===== src/sv/scpg_pkg.sv =====
// Package for the six-channel servo pulse generator.
// Holds the input and result word types and the fixed field widths; no dependencies.
package scpg_pkg;

    localparam int unsigned WIDTH_FIELD_W = 8;
    localparam int unsigned NUM_WIDTHS    = 6;

    localparam logic KIND_TICK  = 1'b0;
    localparam logic KIND_START = 1'b1;

    localparam int unsigned CH_FRONT = 0;
    localparam int unsigned CH_REAR  = 1;
    localparam int unsigned CH_LEFT  = 2;
    localparam int unsigned CH_RIGHT = 3;
    localparam int unsigned CH_ROLL  = 4;
    localparam int unsigned CH_TILT  = 5;

    typedef struct packed {
        logic                     kind;
        logic [WIDTH_FIELD_W-1:0] front_width;
        logic [WIDTH_FIELD_W-1:0] rear_width;
        logic [WIDTH_FIELD_W-1:0] left_width;
        logic [WIDTH_FIELD_W-1:0] right_width;
        logic [WIDTH_FIELD_W-1:0] roll_width;
        logic [WIDTH_FIELD_W-1:0] tilt_width;
    } in_word_t;

    typedef struct packed {
        logic front_level;
        logic rear_level;
        logic left_level;
        logic right_level;
        logic roll_level;
        logic tilt_level;
        logic busy_res;
        logic start_refused;
    } out_word_t;

endpackage


===== src/sv/scpg_levels.sv =====
// Output level decode for the servo pulse generator.
// Compares the frame tick against each channel's pulse end; uses scpg_pkg.
module scpg_levels #(
    parameter int unsigned PHASE_TICKS = 256,
    parameter int unsigned WIDTH_BITS  = 8,
    parameter int unsigned TICK_W      = 10,
    parameter int unsigned KEEP_W      = 8
) (
    input  logic [TICK_W-1:0]                           tick,
    input  logic                                        active,
    input  logic [scpg_pkg::NUM_WIDTHS-1:0][KEEP_W-1:0] widths,
    input  logic                                        cam_enable,
    input  logic                                        refused,
    output scpg_pkg::out_word_t                         levels
);

    localparam int unsigned END_MAX = 2 * PHASE_TICKS + (2 ** WIDTH_BITS);
    localparam int unsigned END_W   = $clog2(END_MAX + 1);
    localparam int unsigned CMP_W   = (END_W > TICK_W) ? END_W : TICK_W;

    localparam logic [CMP_W-1:0] FULL_WIDTH = CMP_W'(2 ** WIDTH_BITS);
    localparam logic [CMP_W-1:0] PHASE_1    = CMP_W'(PHASE_TICKS);
    localparam logic [CMP_W-1:0] PHASE_2    = CMP_W'(2 * PHASE_TICKS);

    logic [CMP_W-1:0]                          t_ext;
    logic [scpg_pkg::NUM_WIDTHS-1:0][CMP_W-1:0] eff;
    logic [scpg_pkg::NUM_WIDTHS-1:0]           on;

    assign t_ext = CMP_W'(tick);

    always_comb begin
        for (int i = 0; i < scpg_pkg::NUM_WIDTHS; i++) begin
            eff[i] = (widths[i] == '0) ? FULL_WIDTH : CMP_W'(widths[i]);
        end
        for (int i = 0; i < 4; i++) begin
            on[i] = t_ext < (PHASE_1 + eff[i]);
        end
        for (int i = 4; i < scpg_pkg::NUM_WIDTHS; i++) begin
            on[i] = cam_enable && (t_ext >= PHASE_1) && (t_ext < (PHASE_2 + eff[i]));
        end
    end

    always_comb begin
        levels.front_level   = active && on[scpg_pkg::CH_FRONT];
        levels.rear_level    = active && on[scpg_pkg::CH_REAR];
        levels.left_level    = active && on[scpg_pkg::CH_LEFT];
        levels.right_level   = active && on[scpg_pkg::CH_RIGHT];
        levels.roll_level    = active && on[scpg_pkg::CH_ROLL];
        levels.tilt_level    = active && on[scpg_pkg::CH_TILT];
        levels.busy_res      = active;
        levels.start_refused = refused;
    end

endmodule


===== src/sv/six_channel_servo_pulse_generator_top.sv =====
// Top level of the six-channel servo pulse generator.
// Holds frame state, the camera enable register and the result register; uses scpg_pkg
// and scpg_levels.
//
// Every accepted input word yields one result word, registered and offered in the cycle
// after acceptance; a new word is accepted in every cycle in which the result register
// is empty or being drained, so the sustained rate is one word per clock. A start word
// latches six widths and opens a frame of three times PHASE_TICKS ticks; each tick word
// advances the frame by one. Motor outputs are high from tick 0 to PHASE_TICKS plus the
// width, camera outputs, when the camera enable is set, from PHASE_TICKS to twice
// PHASE_TICKS plus the width, and a width of zero means two to the power WIDTH_BITS. A
// start word during a running frame is refused and flagged in its result.
module six_channel_servo_pulse_generator_top #(
    parameter int unsigned PHASE_TICKS = 256,
    parameter int unsigned WIDTH_BITS  = 8
) (
    input  logic                aclk,
    input  logic                aresetn,
    input  logic                s_valid,
    output logic                s_ready,
    input  scpg_pkg::in_word_t  s_data,
    output logic                m_valid,
    input  logic                m_ready,
    output scpg_pkg::out_word_t m_data,
    input  logic                cfg_wr_en,
    input  logic                cfg_wr_data
);

    localparam int unsigned FRAME_TICKS = 3 * PHASE_TICKS;
    localparam int unsigned TICK_W      = $clog2(FRAME_TICKS);
    localparam int unsigned KEEP_W      = (WIDTH_BITS < scpg_pkg::WIDTH_FIELD_W) ?
                                          WIDTH_BITS : scpg_pkg::WIDTH_FIELD_W;
    localparam logic [TICK_W-1:0] LAST_TICK = TICK_W'(FRAME_TICKS - 1);

    logic [TICK_W-1:0]                           tick_reg, tick_next;
    logic                                        active_reg, active_next;
    logic [scpg_pkg::NUM_WIDTHS-1:0][KEEP_W-1:0] widths_reg, widths_next;
    logic                                        cam_enable_reg;
    logic                                        m_valid_reg;
    scpg_pkg::out_word_t                         m_data_reg;
    scpg_pkg::out_word_t                         levels;
    logic                                        refused;
    logic                                        accept;

    assign s_ready = !m_valid_reg || m_ready;
    assign accept  = s_valid && s_ready;
    assign m_valid = m_valid_reg;
    assign m_data  = m_data_reg;

    always_comb begin
        tick_next   = tick_reg;
        active_next = active_reg;
        widths_next = widths_reg;
        refused     = 1'b0;
        if (s_data.kind == scpg_pkg::KIND_START) begin
            if (active_reg) begin
                refused = 1'b1;
            end else begin
                widths_next[scpg_pkg::CH_FRONT] = s_data.front_width[KEEP_W-1:0];
                widths_next[scpg_pkg::CH_REAR]  = s_data.rear_width[KEEP_W-1:0];
                widths_next[scpg_pkg::CH_LEFT]  = s_data.left_width[KEEP_W-1:0];
                widths_next[scpg_pkg::CH_RIGHT] = s_data.right_width[KEEP_W-1:0];
                widths_next[scpg_pkg::CH_ROLL]  = s_data.roll_width[KEEP_W-1:0];
                widths_next[scpg_pkg::CH_TILT]  = s_data.tilt_width[KEEP_W-1:0];
                tick_next   = '0;
                active_next = 1'b1;
            end
        end else if (active_reg) begin
            if (tick_reg == LAST_TICK) begin
                tick_next   = '0;
                active_next = 1'b0;
            end else begin
                tick_next = tick_reg + TICK_W'(1);
            end
        end
    end

    scpg_levels #(
        .PHASE_TICKS(PHASE_TICKS),
        .WIDTH_BITS (WIDTH_BITS),
        .TICK_W     (TICK_W),
        .KEEP_W     (KEEP_W)
    ) u_levels (
        .tick      (tick_next),
        .active    (active_next),
        .widths    (widths_next),
        .cam_enable(cam_enable_reg),
        .refused   (refused),
        .levels    (levels)
    );

    always_ff @(posedge aclk) begin
        if (!aresetn) begin
            tick_reg       <= '0;
            active_reg     <= 1'b0;
            widths_reg     <= '0;
            cam_enable_reg <= 1'b1;
            m_valid_reg    <= 1'b0;
        end else begin
            if (cfg_wr_en) begin
                cam_enable_reg <= cfg_wr_data;
            end
            if (accept) begin
                tick_reg    <= tick_next;
                active_reg  <= active_next;
                widths_reg  <= widths_next;
                m_valid_reg <= 1'b1;
            end else if (m_ready) begin
                m_valid_reg <= 1'b0;
            end
        end
    end

    always_ff @(posedge aclk) begin
        if (accept) begin
            m_data_reg <= levels;
        end
    end

endmodule

===== config.mk =====
export PLATFORM = sky130hd
export DESIGN_NAME = six_channel_servo_pulse_generator_top
export DESIGN_NICKNAME = d
export VERILOG_FILES = /design/src/sv/scpg_pkg.sv /design/src/sv/scpg_levels.sv /design/src/sv/six_channel_servo_pulse_generator_top.sv
export SDC_FILE = /design/constraint.sdc
export NUM_CORES = 1
export LEC_CHECK = 0
export BUFFER_PORTS_ARGS = -buffer_cell sky130_fd_sc_hd__buf_4
export CAP_MARGIN = 10
export CORE_MARGIN = 3
export CORE_UTILIZATION = 55
export CTS_CLUSTER_DIAMETER = 40
export DETAILED_ROUTE_END_ITERATION = 8
export PLACE_DENSITY = 0.77
export SYNTH_ARGS = -nofsm -noshare
export SYNTH_HDL_FRONTEND = slang
export SYNTH_SLANG_ARGS = --single-unit
export TNS_END_PERCENT = 5

===== constraint.sdc =====
create_clock -name aclk -period 4.2 [get_ports aclk]
set_input_delay 1.05 -clock aclk [delete_from_list [all_inputs] [get_ports aclk]]
set_output_delay 1.05 -clock aclk [all_outputs]
set_load 0.02 [all_outputs]

# After elaboration in Yosys (flattened, before gate mapping)
# Index checks and enable logic that the tools add are counted.
classes:
  n_reduce_logical: 19
  order_cmp: 7
  n_mux: 18
  addsub: 7
  n_eq_ne: 1
ops:
  columns: ["op", "n"]
  rows:
  - ["2-to-1 mux 48 bit", 2]
  - ["less-than comparator 10 bit", 6]
  - ["2-to-1 mux 9 bit", 6]
  - ["zero test 8 bit", 6]
  - ["adder 9 x 10 -> 10 bit (first input constant)", 4]
  - ["2-to-1 mux 10 bit", 4]
  - ["adder 10 bit (first input constant)", 2]
  - ["adder 10 x 1 -> 10 bit (second input constant)", 1]
  - ["== test 10 bit (second input constant)", 1]
  - ["greater-or-equal comparator 10 x 9 -> 1 bit (second input constant)", 1]
  - ["logical AND 1 bit", 10]
  - ["2-to-1 mux 1 bit", 6]
  - ["nonzero test 2 bit", 1]
  - ["zero test 1 bit", 1]
  - ["logical OR 1 bit", 1]
word_totals:
  out_inout_bits: 10
  wordCells: 70
  regBits: 69
  input_bits: 55

# Logic depth before layout (Yosys ltp)
# Gate-level depths: netlist of run 1.
depth:
  ltp_word: 8
  mapped_depth: 14
  ltp_nobuf: 11

# Modules after synthesis
# From an unflattened synthesis of run 1, not the netlist that was laid out.
hier_totals:
  cells_unflattened: 608
  hier_area_um2: 5004.8
by_module_without_submodules:
  columns: ["mod", "area_per_inst_um2", "seq_area_each_um2", "cells_each", "instances"]
  rows:
  - ["six_channel_servo_pulse_generator_top", 3548.4, 1461.4, 406, 1]
  - ["scpg_levels", 1456.4, 0.0, 202, 1]

# Worst setup path after synthesis of run 1
# OpenSTA, ideal clock, no wires.
synth_path:
  path_type: "input port to flip-flop"
  start: "input s_data[48] (netlist name)"
  end: "register m_data_reg, in the netlist m_data[6] (data pin)"
  arrival_time_ps: 3352
  stages: 12
  required_ps: 4010
  setup_ps: 190
  n_path_buf: 4
  slack_ps: 658
  path_cell_list: "buf_6 nor2b_4 buf_6 buf_6 buf_4 nor3_1 ha_1 a21oi_1 o21ai_0 nor3_1 a211oi_1 a2111oi_2"
synth_rtl:
  columns: ["element", "line", "source"]
  rows:
  - ["start, declared", "six_channel_servo_pulse_generator_top.sv:21", "input scpg_pkg::in_word_t s_data,"]
  - ["end signal, assigned", "six_channel_servo_pulse_generator_top.sv:116", "m_data_reg <= levels;"]
  - ["end, declared", "six_channel_servo_pulse_generator_top.sv:40", "scpg_pkg::out_word_t m_data_reg;"]

==> qor.log, run 1 <==
[power_and_ir_drop] VDD IR max 0.185 mV
[setup_path] critical-path maximum fanout 19
[placed_design] HPWL reported at the end of detailed placement 8.66 mm
[layout] diode count 0
[min_path] min-delay worst type flip-flop to flip-flop
[timing] number of endpoints failing setup at the final stage 0
[floorplanning] area enclosed by the die boundary 0.00975 mm2
[timing] worst-case clock skew 0.0103 ns
[timing] worst path setup slack after routing 0.441 ns
[detailed_routing] wire length reported by the detailed router 12.0 mm
[timing] maximum clock rate 266 MHz
[setup_path] Arrival @ worst endpoint 3.85 ns
[flow_run] number of violations of the max-capacitance limit 0
[timing] remaining max-slew budget at the tightest pin 25.4%
[synth] cell type with the largest total area after synthesis dfxtp_1
[timing] number of pins exceeding their max-slew limit in the final report 0
[layout] filler cell count 688
[placed_design] Port Buffers 64
[synth] Cell variety after synth 60
[power_and_ir_drop] cell area power density 327 mW/mm2
[detailed_routing] total vias in the final route 4306
[grt] global-route wire length before repair 19.6 mm
[min_path] Hold Path Depth 2
[timing] RSZ-0062 raised after global routing false
[grt] pin count of the biggest net entering global routing 81
[power_and_ir_drop] internal power 1.24 mW
[status] run status complete, no violations
[layout] post-layout net count 703
[clock_network] H-tree levels 3
[floorplanning] floorplan die height 98.7 um
[synth] share of cell area taken by muxes after synthesis 12.0%
[grt] total grt overflow 0
[power_and_ir_drop] leakage component of the power 2.47 nW
[synth] EDFF count, synth 8
[detailed_routing] Avg Vias per Cell 6.11
[timing] worst-case hold slack 0.500 ns
[power_and_ir_drop] part of the power in combinational logic 26.7%
[synth] Net Count, Synth 642
[layout] area grow syn2layout 16.5%
[floorplanning] standard cell core area 0.00830 mm2
[placed_design] GP Congestion 0.888
[grt] overall routing resource usage 24.8%
[clock_network] insertion delay of the later-clocked pin in the worst-skew pair 0.35 ns
[synth] share of synthesized area occupied by flip-flops and latches 30.9%
[placed_design] worst setup slack before clock tree synthesis 0.0989 ns
[clock_network] hold buffers post-CTS 0
[detailed_routing] TritonRoute pass-1 iters 5
[clock_network] buffer levels on the longest clock path 2
[synth] Gate Count Post-Synth 534
[synth] simple-gate portion of the synthesized area 19.7%
[synth] Yosys reg bits 69
[layout] flip-flop count of the largest register after layout 48
[clock_network] setup bufs post-CTS 0
[setup_path] type of the worst setup path primary input to flip-flop
[timing] final number of hold-violating endpoints 0
[synth] main combinational cell family by area after synthesis simple AND/OR/NAND/NOR gates
[setup_path] length in cells of the worst reg-to-reg path 11
[timing] final sum of negative setup slack 0 ns
[synth] fraction of synthesized cell area in xor and xnor cells 0%
[clock_network] clock tree from TritonCTS done
[detailed_routing] number of routed nets with antenna violations 0
[synth] Primary FF master, synth dfxtp_1
[clock_network] sinks on the clock net 69
[setup_path] launching element type of the critical path primary input
[synth] Synth async-reset ratio 0%
[synth] Compound-Gate Fraction of Synth Area 19.0%
[clock_network] post-cts resize count 0
[floorplanning] Rows 33
[grt] initial antenna violation count 0
[power_and_ir_drop] Seq pwr share 42.0%
[clock_network] root buf cell clkbuf_8
[power_and_ir_drop] clock share of power 31.3%
[synth] synthesis warning total 0
[layout] share of post-route cells with drive strength above 1 20.0%
[clock_network] Inserted Clock Buffers 9
[detailed_routing] post-detailed-route wirelength per cell 17.0 um
[detailed_routing] DRC violations left 0
[setup_path] required time worst endpoint 4.29 ns
[synth] fraction of post-synthesis cell area in the top cell type by area 25.8%
[power_and_ir_drop] Switching Share 31.1%
[timing] worst-margin pin slew 1.11 ns
[setup_path] critical path capture point type flip-flop
[floorplanning] IO Pins 65
[clock_network] Reg clk slew, reported paths 0.07 ns
[timing] final cycle utilization of the critical path 89.5%
[power_and_ir_drop] sw power 559 uW
[timing] final period demand of the worst path 3.76 ns
[floorplanning] Chip Width 98.7 um
[synth] Adder-Cell Fraction of Synth Area 14.0%
[floorplanning] effective utilization at floorplan 57.0%
[detailed_routing] Iter 0 DRT Violations 178
[synth] mean instance size in the synthesized netlist 8.85 um2
[grt] vias in the first global route 4095
[synth] mapped cell area 0.00473 mm2
[synth] synth top area cells dfxtp_1 26%, ha_1 14%, mux2i_1 9.7%, a211oi_1 7.8%, nor2_1 6.1%
[cells in the final DEF (no fill, tap or decap), types with 2 or more instances in the layout]
cell type / n
nand4_1: 16
clkbuf_1: 2
buf_4: 80
nor2_1: 77
nand3b_1: 2
nand2_1: 40
a21o_1: 8
o22ai_1: 2
a2bb2oi_1: 2
o211a_1: 2
nand3_1: 11
clkbuf_8: 9
nor2b_1: 3
ha_1: 53
edfxtp_1: 8
dfxtp_1: 61
nand2b_1: 4
clkinv_2: 3
a2111oi_2: 2
inv_1: 5
o21ai_0: 7
nor4_1: 6
or4_1: 4
mux2i_2: 6
a2111oi_0: 3
nor3_1: 11
a211oi_1: 49
and3_1: 3
o21ai_1: 2
inv_2: 5
or3_4: 3
o211ai_1: 4
mux2i_1: 46
a21oi_1: 34
[final timing paths]
kind | start | end | slack, ns
max reg2reg | tick_reg[2] | m_data[5] | 0.88
max | s_data[48] | m_data[4] | 0.44
min | widths_reg[45] | widths_reg[45] | 0.50
min reg2reg | widths_reg[45] | widths_reg[45] | 0.50
[per-stage QoR]
step / util (%) / power (mW) / cell area, um2 / cells
after floorplan: - / 1.10 / 4730 / 534
final: 66.4 / 1.80 / 5510 / 705
after CTS: 66.4 / 1.81 / 5510 / 705
after global routing: 66.4 / 1.89 / 5510 / 705
after detailed placement: 64.0 / 1.25 / 5310 / 689
after global placement: 64.0 / 1.23 / 5310 / 689
[Yosys cell counts (all sizes together) (5+ instances only)]
cell,count
nor2,77
dfxtp,61
ha,53
mux2i,53
a211oi,49
nand2,40
a21oi,35
clkbuf,17
nand4,16
buf,14
nand3,12
nor3,11
inv,10
o21ai,9
a21o,8
edfxtp,8
nor4,6
a2111oi,5
o211ai,5
[final cells by class]
class | count | area (um2) | share of cell area (%)
clock buffers | 12 | 156 | 2.84
inverters | 10 | 37.5 | 0.681
flip-flops and latches | 69 | 1460 | 26.5
multi-input cells | 424 | 3060 | 55.5
repair buffers | 81 | 621 | 11.3
well taps | 105 | 131 | 2.38
clock inverters | 4 | 45.0 | 0.818
[kinds of logic after synthesis]
family | Yosys count
buf+inv | 41
compound gates | 127
mux | 53
fa+ha+maj | 53
flops | 69
simple gates | 191
[power groups by stage]
stage | clock [mW] | combinational, mW | sequential (mW)
2_1_floorplan | 0 | 0.328 | 0.769
6_report | 0.563 | 0.480 | 0.757
5_1_grt | 0.599 | 0.531 | 0.763
3_5_place_dp | 0 | 0.475 | 0.771
3_3_place_gp | 0 | 0.459 | 0.769
4_1_cts | 0.573 | 0.479 | 0.756
[routing by layer]
| layer | vias up | GRT usage [%] | part of all wire [%] | wire length (um) |
|---|---|---|---|---|
| li1 | 2122 | - | - | - |
| met1 | 2014 | 31.9 | 44 | 5230 |
| met2 | 145 | 41.7 | 49 | 5830 |
| met3 | 25 | 3.82 | 5.7 | 678 |
| met4 | 0 | 9.98 | 2.0 | 235 |
| met5 | - | 0 | 0 | 0 |
[worst max-delay path, stage by stage]
cell and delay (ns):
buf_4 0.21, nor2b_4 0.63, buf_4 0.37, mux2i_2 0.28, nand2_1 0.09, or3_4 0.41
ha_1 0.33, nand4_1 0.09, a2111oi_0 0.30, nor3_1 0.08
Power figures use the tool's default switching activity.
==> inputs of run 2 (changes only) <==
CORE_MARGIN = 4   (was 3)
RECOVER_POWER = 100   (was default)
==> run 2 against run 1 <==
Compared with the run above:
- the flow now finishes with violations (max-capacitance violations, max-slew violations)
- sequential share of layout area grew 0.35 points
- final cell count grew 0.28%
- clock-buffer cell count grew 1
- die area grew 4.1%
- worst hold slack gained 0.0015 ns
- sequential power is essentially flat
- critical path depth is the same
- non-clock buffer count grew 2
- critical path type unchanged
- critical endpoint unchanged
- largest cell class unchanged
==> qor.log, run 2 (same netlist as run 1, synthesis figures left out) <==
[clock_network] clock tree from TritonCTS done
[timing] RSZ-0062 raised after global routing false
[setup_path] cell with the largest stage delay on the worst path nor2b_4
[power_and_ir_drop] VDD IR max 0.155 mV [-16%]
[status] run status complete, but fails checks
[timing] final sum of negative setup slack 0 ns [unchanged]
[grt] vias in the first global route 4252 [+3.8%]
[floorplanning] floorplan die height 101 um [+2.0%]
[detailed_routing] wire length reported by the detailed router 12.8 mm [+6.7%]
[clock_network] Reg clk slew, reported paths 0.07 ns [about the same]
[floorplanning] Rows 33 [unchanged]
[detailed_routing] Avg Vias per Cell 6.23 [+2.1%]
[clock_network] insertion delay of the later-clocked pin in the worst-skew pair 0.36 ns [about the same]
[clock_network] buffer levels on the longest clock path 2 [unchanged]
[detailed_routing] number of routed nets with antenna violations 0 [unchanged]
[timing] maximum clock rate 265 MHz [-0.48%]
[layout] post-layout net count 705 [+0.28%]
[min_path] start point of the worst min-delay path widths_reg[36]
[setup_path] launching element type of the critical path primary input
[placed_design] HPWL reported at the end of detailed placement 9.25 mm [+6.9%]
[flow_run] number of violations of the max-capacitance limit 3 [+3]
[clock_network] sinks on the clock net 69 [unchanged]
[clock_network] H-tree levels 3 [unchanged]
[power_and_ir_drop] leakage component of the power 2.41 nW [-2.5%]
[detailed_routing] post-detailed-route wirelength per cell 18.1 um [+6.4%]
[layout] share of post-route cells with drive strength above 1 17.1% [-2.9 points]
[timing] worst-margin pin slew 2.34 ns [+1.23 ns]
[floorplanning] effective utilization at floorplan 57.0% [unchanged]
[layout] flip-flop count of the largest register after layout 48 [unchanged]
[placed_design] worst setup slack before clock tree synthesis 0.240 ns [+0.141 ns]
[grt] global-route wire length before repair 20.7 mm [+5.7%]
[grt] pin count of the biggest net entering global routing 57 [-30%]
[timing] number of pins exceeding their max-slew limit in the final report 150 [+150]
[power_and_ir_drop] total power 1.76 mW [-2.1%]
[layout] diode count 0 [unchanged]
[timing] final cycle utilization of the critical path 89.9% [+0.44 points]
[setup_path] required time worst endpoint 4.30 ns [about the same]
[timing] worst path setup slack after routing 0.422 ns [-0.0183 ns]
[setup_path] length in cells of the worst reg-to-reg path 11 [unchanged]
[detailed_routing] DRC violations left 0 [unchanged]
[layout] commonest non-fill, non-tap cell in the layout nor2_1
[floorplanning] area enclosed by the die boundary 0.0101 mm2 [+4.1%]
[clock_network] root buf cell clkbuf_8
[timing] final period demand of the worst path 3.78 ns [+0.0183 ns]
[setup_path] critical path capture point type flip-flop
[grt] total grt overflow 0 [unchanged]
[detailed_routing] TritonRoute pass-1 iters 7 [+2]
[status] violated checks max-capacitance violations, max-slew violations
[setup_path] R2R Path Start tick_reg[0]
[setup_path] count of cell instances traversed by the critical path 10 [unchanged]
[clock_network] Inserted Clock Buffers 9 [unchanged]
[clock_network] post-cts resize count 0 [unchanged]
[floorplanning] IO Pins 65 [unchanged]
[setup_path] kind of cell adding the most delay to the critical path simple AND/OR/NAND/NOR gates
[power_and_ir_drop] cell area power density 324 mW/mm2 [-0.81%]
[layout] area grow syn2layout 15.0%
[setup_path] slowest cell delay on critical path 0.55 ns [-0.08 ns]
[detailed_routing] total vias in the final route 4407 [+2.3%]
[placed_design] GP Congestion 0.884 [-0.52%]
[timing] worst-case clock skew 0.00972 ns [-0.000552 ns]
[setup_path] critical-path maximum fanout 19 [unchanged]
[timing] remaining max-slew budget at the tightest pin -56.1% [-81 points]
[detailed_routing] Iter 0 DRT Violations 199 [+12%]
[min_path] Hold Path Depth 2 [unchanged]
[clock_network] setup bufs post-CTS 0 [unchanged]
[grt] overall routing resource usage 25.9% [+1.1 points]
[floorplanning] Chip Width 101 um [+2.0%]
[placed_design] Port Buffers 64 [unchanged]
[grt] initial antenna violation count 0 [unchanged]
[setup_path] Crit. Startpoint s_data[48]
[timing] number of endpoints failing setup at the final stage 0 [unchanged]
[setup_path] Crit path buffers/inverters 2 [unchanged]
[timing] worst-case hold slack 0.502 ns [+0.00147 ns]
[floorplanning] standard cell core area 0.00830 mm2 [unchanged]
[layout] most frequent cells in the layout 77 x nor2_1, 63 x buf_4, 61 x dfxtp_1
[clock_network] hold buffers post-CTS 0 [unchanged]
[layout] core utilization of the finished layout 65.5% [-0.87 points]
[timing] final number of hold-violating endpoints 0 [unchanged]
[min_path] min-delay worst type flip-flop to flip-flop
[setup_path] Arrival @ worst endpoint 3.87 ns [+0.02 ns]
[setup_path] chain of cells forming the critical path buf_4, nor2b_4, clkbuf_2, mux2i_1, nand2_1, or3_1, ha_1, nand4_1, a2111oi_0, nor3_1
[setup_path] type of the worst setup path primary input to flip-flop
==> run 2: cell types whose count changed in the layout (fill, tap and decap cells not counted), sizes merged <==
cell | previous run | this run
clkinvlp | 0 | 1
clkbuf | 12 | 32
clkinv | 3 | 2
buf | 81 | 64
bufinv | 1 | 0
==> run 2: tightest hold or removal path: cells and delay by family (launching register included) <==
family | cells | cell delay, ns
simple gates | 1 | 0.09
flops | 1 | 0.31
compound gates | 1 | 0.05
==> run 2: per-layer routing <==
layer  GRT usage (%)  share of wire [%]  vias to the layer above
met5               0                  0                        -
met4            11.4                2.9                        0
met3            3.67                5.7                       29
met2            43.4                 49                      159
met1            33.1                 43                     2081
li1                -                  -                     2138
==> run 2: final timing paths <==
check,end,slack (ns)
setup reg to reg,m_data[6],0.90
hold / removal,widths_reg[36],0.50
setup / recovery,m_data[4],0.42
hold reg to reg,widths_reg[36],0.50
==> run 2: where the power goes <==
part	switching (mW)	internal (mW)	leakage (nW)
Clock	0.263	0.265	0.0946
Combinational	0.269	0.208	1.73
Sequential	0.0377	0.720	0.582
Total	0.569	1.19	2.41
==> run 2: final cells by class <==
type                            instances  area [um2]
Inverter                               10        37.5
Multi-Input combinational cell        424        3050
Sequential cell                        69        1460
Tap cell                              105         131
Clock inverter                          3        17.5
Fill cell                             701        2860
Timing Repair Buffer                   83         571
Clock buffer                           13         170
==> run 2: stage by stage <==
step	cell area [um2]	std cells
floorplan	4730	534
global placement	5320	691
detailed placement	5320	691
CTS	5510	707
global route	5440	707
finish	5440	707
==> inputs of run 3 (changes only) <==
CORE_ASPECT_RATIO = 1.2   (was default)
==> run 3 against run 2 <==
Compared with the run above:
- the flow still finishes with violations (max-capacitance violations, max-slew violations)
- power about the same
- critical endpoint unchanged
- clock-buffer cell count increased by 3
- final area decreased by 0.62%
- global-route usage decreased by 1.9 points
- worst setup slack got worse by 0.11 ns
- highest routed layer unchanged
- critical path depth unchanged
- sequential power about the same
- first-iteration DRC count increased by 43%
- sequential share of layout area increased by 0.17 points
==> qor.log, run 3 (same netlist as run 1, synthesis figures left out) <==
[layout] filler cell count 717 [+2.3%]
[floorplanning] IO Pins 65 [unchanged]
[setup_path] launching element type of the critical path primary input
[floorplanning] effective utilization at floorplan 57.4% [+0.39 points]
[setup_path] critical path capture point type flip-flop
[timing] final sum of negative setup slack 0 ns [unchanged]
[setup_path] type of the worst setup path primary input to flip-flop
[setup_path] kind of cell adding the most delay to the critical path simple AND/OR/NAND/NOR gates
[flow_run] number of violations of the max-capacitance limit 1 [-2]
[layout] commonest non-fill, non-tap cell in the layout nor2_1
[grt] total grt overflow 0 [unchanged]
[floorplanning] Rows 36 [+9.1%]
[placed_design] HPWL reported at the end of detailed placement 8.69 mm [-6.1%]
[clock_network] Inserted Clock Buffers 9 [unchanged]
[setup_path] slack of the worst reg-to-reg path 0.46 ns [-0.44 ns]
[setup_path] cell with the largest stage delay on the worst path nor2b_4
[setup_path] chain of cells forming the critical path buf_4, nor2b_4, clkbuf_2, mux2i_1, nand2_1, or3_4, ha_1, nand4_1, a2111oi_0, nor3_1
[min_path] WHS Endpoint widths_reg[3]
[timing] final cycle utilization of the critical path 92.4% [+2.5 points]
[placed_design] GP Congestion 0.949 [+7.4%]
[timing] maximum clock rate 258 MHz [-2.7%]
[clock_network] Reg clk slew, reported paths 0.07 ns [about the same]
[floorplanning] standard cell core area 0.00824 mm2 [-0.68%]
[timing] final number of hold-violating endpoints 0 [unchanged]
[layout] Post-Layout Cell Count 710 [+0.42%]
[grt] global-route wire length before repair 19.1 mm [-7.7%]
[timing] worst-margin pin slew 1.92 ns [-0.422 ns]
[power_and_ir_drop] Switching Share 31.1% [-1.2 points]
[min_path] start point of the worst min-delay path widths_reg[3]
[layout] share of post-route cells with drive strength above 1 16.4% [-0.67 points]
[detailed_routing] total vias in the final route 4301 [-2.4%]
[power_and_ir_drop] sw power 547 uW [-3.9%]
[min_path] Hold Path Depth 2 [unchanged]
[setup_path] slowest cell delay on critical path 0.50 ns [-0.05 ns]
[clock_network] H-tree levels 3 [unchanged]
[power_and_ir_drop] VDD IR max 0.193 mV [+24%]
[power_and_ir_drop] part of the power in combinational logic 26.1% [-0.9 points]
[detailed_routing] number of routed nets with antenna violations 0 [unchanged]
[setup_path] R2R Path Start tick_reg[2]
[power_and_ir_drop] clock share of power 31.0% [+1.0 points]
[detailed_routing] Avg Vias per Cell 6.06 [-2.8%]
[setup_path] Arrival @ worst endpoint 3.97 ns [+0.10 ns]
[clock_network] sinks on the clock net 69 [unchanged]
[placed_design] Placed Instances 694 [+0.43%]
[setup_path] Crit path buffers/inverters 2 [unchanged]
[layout] diode count 0 [unchanged]
[detailed_routing] wire length reported by the detailed router 12.0 mm [-5.7%]
[grt] pin count of the biggest net entering global routing 40 [-30%]
[timing] final period demand of the worst path 3.88 ns [+0.105 ns]
[status] run status complete, but fails checks
[power_and_ir_drop] Seq pwr share 42.9% [about the same]
[floorplanning] area enclosed by the die boundary 0.0102 mm2 [about the same]
[clock_network] clock tree from TritonCTS done
[detailed_routing] TritonRoute pass-1 iters 5 [-2]
[clock_network] setup bufs post-CTS 0 [unchanged]
[layout] flip-flop count of the largest register after layout 48 [unchanged]
[clock_network] insertion delay of the later-clocked pin in the worst-skew pair 0.36 ns [about the same]
[power_and_ir_drop] leakage component of the power 2.39 nW [-0.84%]
[layout] post-layout net count 699 [-0.85%]
[power_and_ir_drop] internal power 1.21 mW [+1.8%]
[layout] area grow syn2layout 14.3%
[detailed_routing] Iter 0 DRT Violations 284 [+43%]
[floorplanning] Chip Width 92.6 um [-8.0%]
[detailed_routing] DRC violations left 0 [unchanged]
[power_and_ir_drop] cell area power density 326 mW/mm2 [+0.56%]
[status] violated checks max-capacitance violations, max-slew violations
[timing] remaining max-slew budget at the tightest pin -28.0% [+28 points]
[grt] overall routing resource usage 24.0% [-1.9 points]
[min_path] min-delay worst type flip-flop to flip-flop
[layout] most frequent cells in the layout 77 x nor2_1, 61 x dfxtp_1, 58 x buf_4
[setup_path] required time worst endpoint 4.29 ns [about the same]
[grt] vias in the first global route 4008 [-5.7%]
[setup_path] length in cells of the worst reg-to-reg path 11 [unchanged]
[timing] worst-case clock skew 0.00930 ns [-0.000416 ns]
[timing] RSZ-0062 raised after global routing false
[timing] number of endpoints failing setup at the final stage 0 [unchanged]
[floorplanning] floorplan die height 110 um [+8.8%]
[clock_network] hold buffers post-CTS 0 [unchanged]
[clock_network] root buf cell clkbuf_8
[timing] number of pins exceeding their max-slew limit in the final report 40 [-73%]
[clock_network] post-cts resize count 0 [unchanged]
[setup_path] critical-path maximum fanout 19 [unchanged]
[placed_design] Port Buffers 64 [unchanged]
[grt] initial antenna violation count 0 [unchanged]
[detailed_routing] post-detailed-route wirelength per cell 17.0 um [-6.1%]
[clock_network] buffer levels on the longest clock path 2 [unchanged]
[setup_path] endpoint of the worst register-to-register path m_data[6]
==> run 3: changes by cell type in the layout (fill, tap and decap cells not counted), sizes merged <==
cell      change
buf           -6
clkbuf        +3
clkinv        -2
clkinvlp      -1
==> run 3: how the worst max path moves through the flow <==
stage / from / endpoint / slack, ns / cells past startpoint
3_5_place_dp: s_data[48] / m_data[4] / 0.15 / 10
4_1_cts: s_data[48] / m_data[4] / 0.51 / 10
3_3_place_gp: s_data[48] / m_data[5] / 0.25 / 9
2_1_floorplan: s_data[48] / m_data[6] / 0.66 / 12
6_report: s_data[48] / m_data[4] / 0.32 / 10
5_1_grt: s_data[48] / m_data[5] / 0.15 / 10
==> run 3: power by group through the flow <==
stage	sequential, mW	combinational, mW	clock, mW
after floorplan	0.769	0.328	0
after global routing	0.761	0.511	0.586
after CTS	0.754	0.471	0.557
after detailed placement	0.769	0.468	0
final	0.755	0.460	0.546
after global placement	0.767	0.454	0
==> run 3: metrics by stage <==
step | hold WS [ns] | power [mW] | utilization, % | area [um2] | setup WS, ns
global route | 0.515 | 1.86 | 65.5 | 5400 | 0.148
CTS | 0.500 | 1.78 | 66.4 | 5480 | 0.513
global placement | 0.484 | 1.22 | 64.0 | 5280 | 0.250
detailed placement | 0.491 | 1.24 | 64.0 | 5280 | 0.148
floorplan | 0.477 | 1.10 | - | 4730 | 0.658
finish | 0.498 | 1.76 | 65.5 | 5400 | 0.317
==> run 3: metal layers <==
layer / GRT usage, % / up-vias / wire length (um) / part of all wire, %
met5: 0 / - / 0 / 0
met3: 5.82 / 35 / 836 / 6.9
li1: - / 2123 / - / -
met4: 11.4 / 0 / 426 / 3.5
met1: 29.5 / 1970 / 5070 / 42
met2: 39.7 / 173 / 5710 / 47
==> run 3: worst reg2reg max path, stage by stage, from the launching register on <==
cell       delay, ns
dfxtp_1         0.52
and3_1          0.29
nand3_1         0.13
nor2_1          0.11
a21oi_1         0.09
nor3_1          1.05
ha_1            0.42
a21oi_1         0.13
o21ai_0         0.12
nor3_1          0.19
a211oi_1        0.09
a2111oi_0       0.39
==> run 3: area by class of cell <==
class | instances | area, um2 | share of cell area, %
clock buffers | 16 | 200 | 3.71
inverters | 10 | 37.5 | 0.695
multi-input cells | 424 | 3040 | 56.3
flip-flops and latches | 69 | 1460 | 27.0
well taps | 114 | 143 | 2.64
repair buffers | 77 | 520 | 9.63
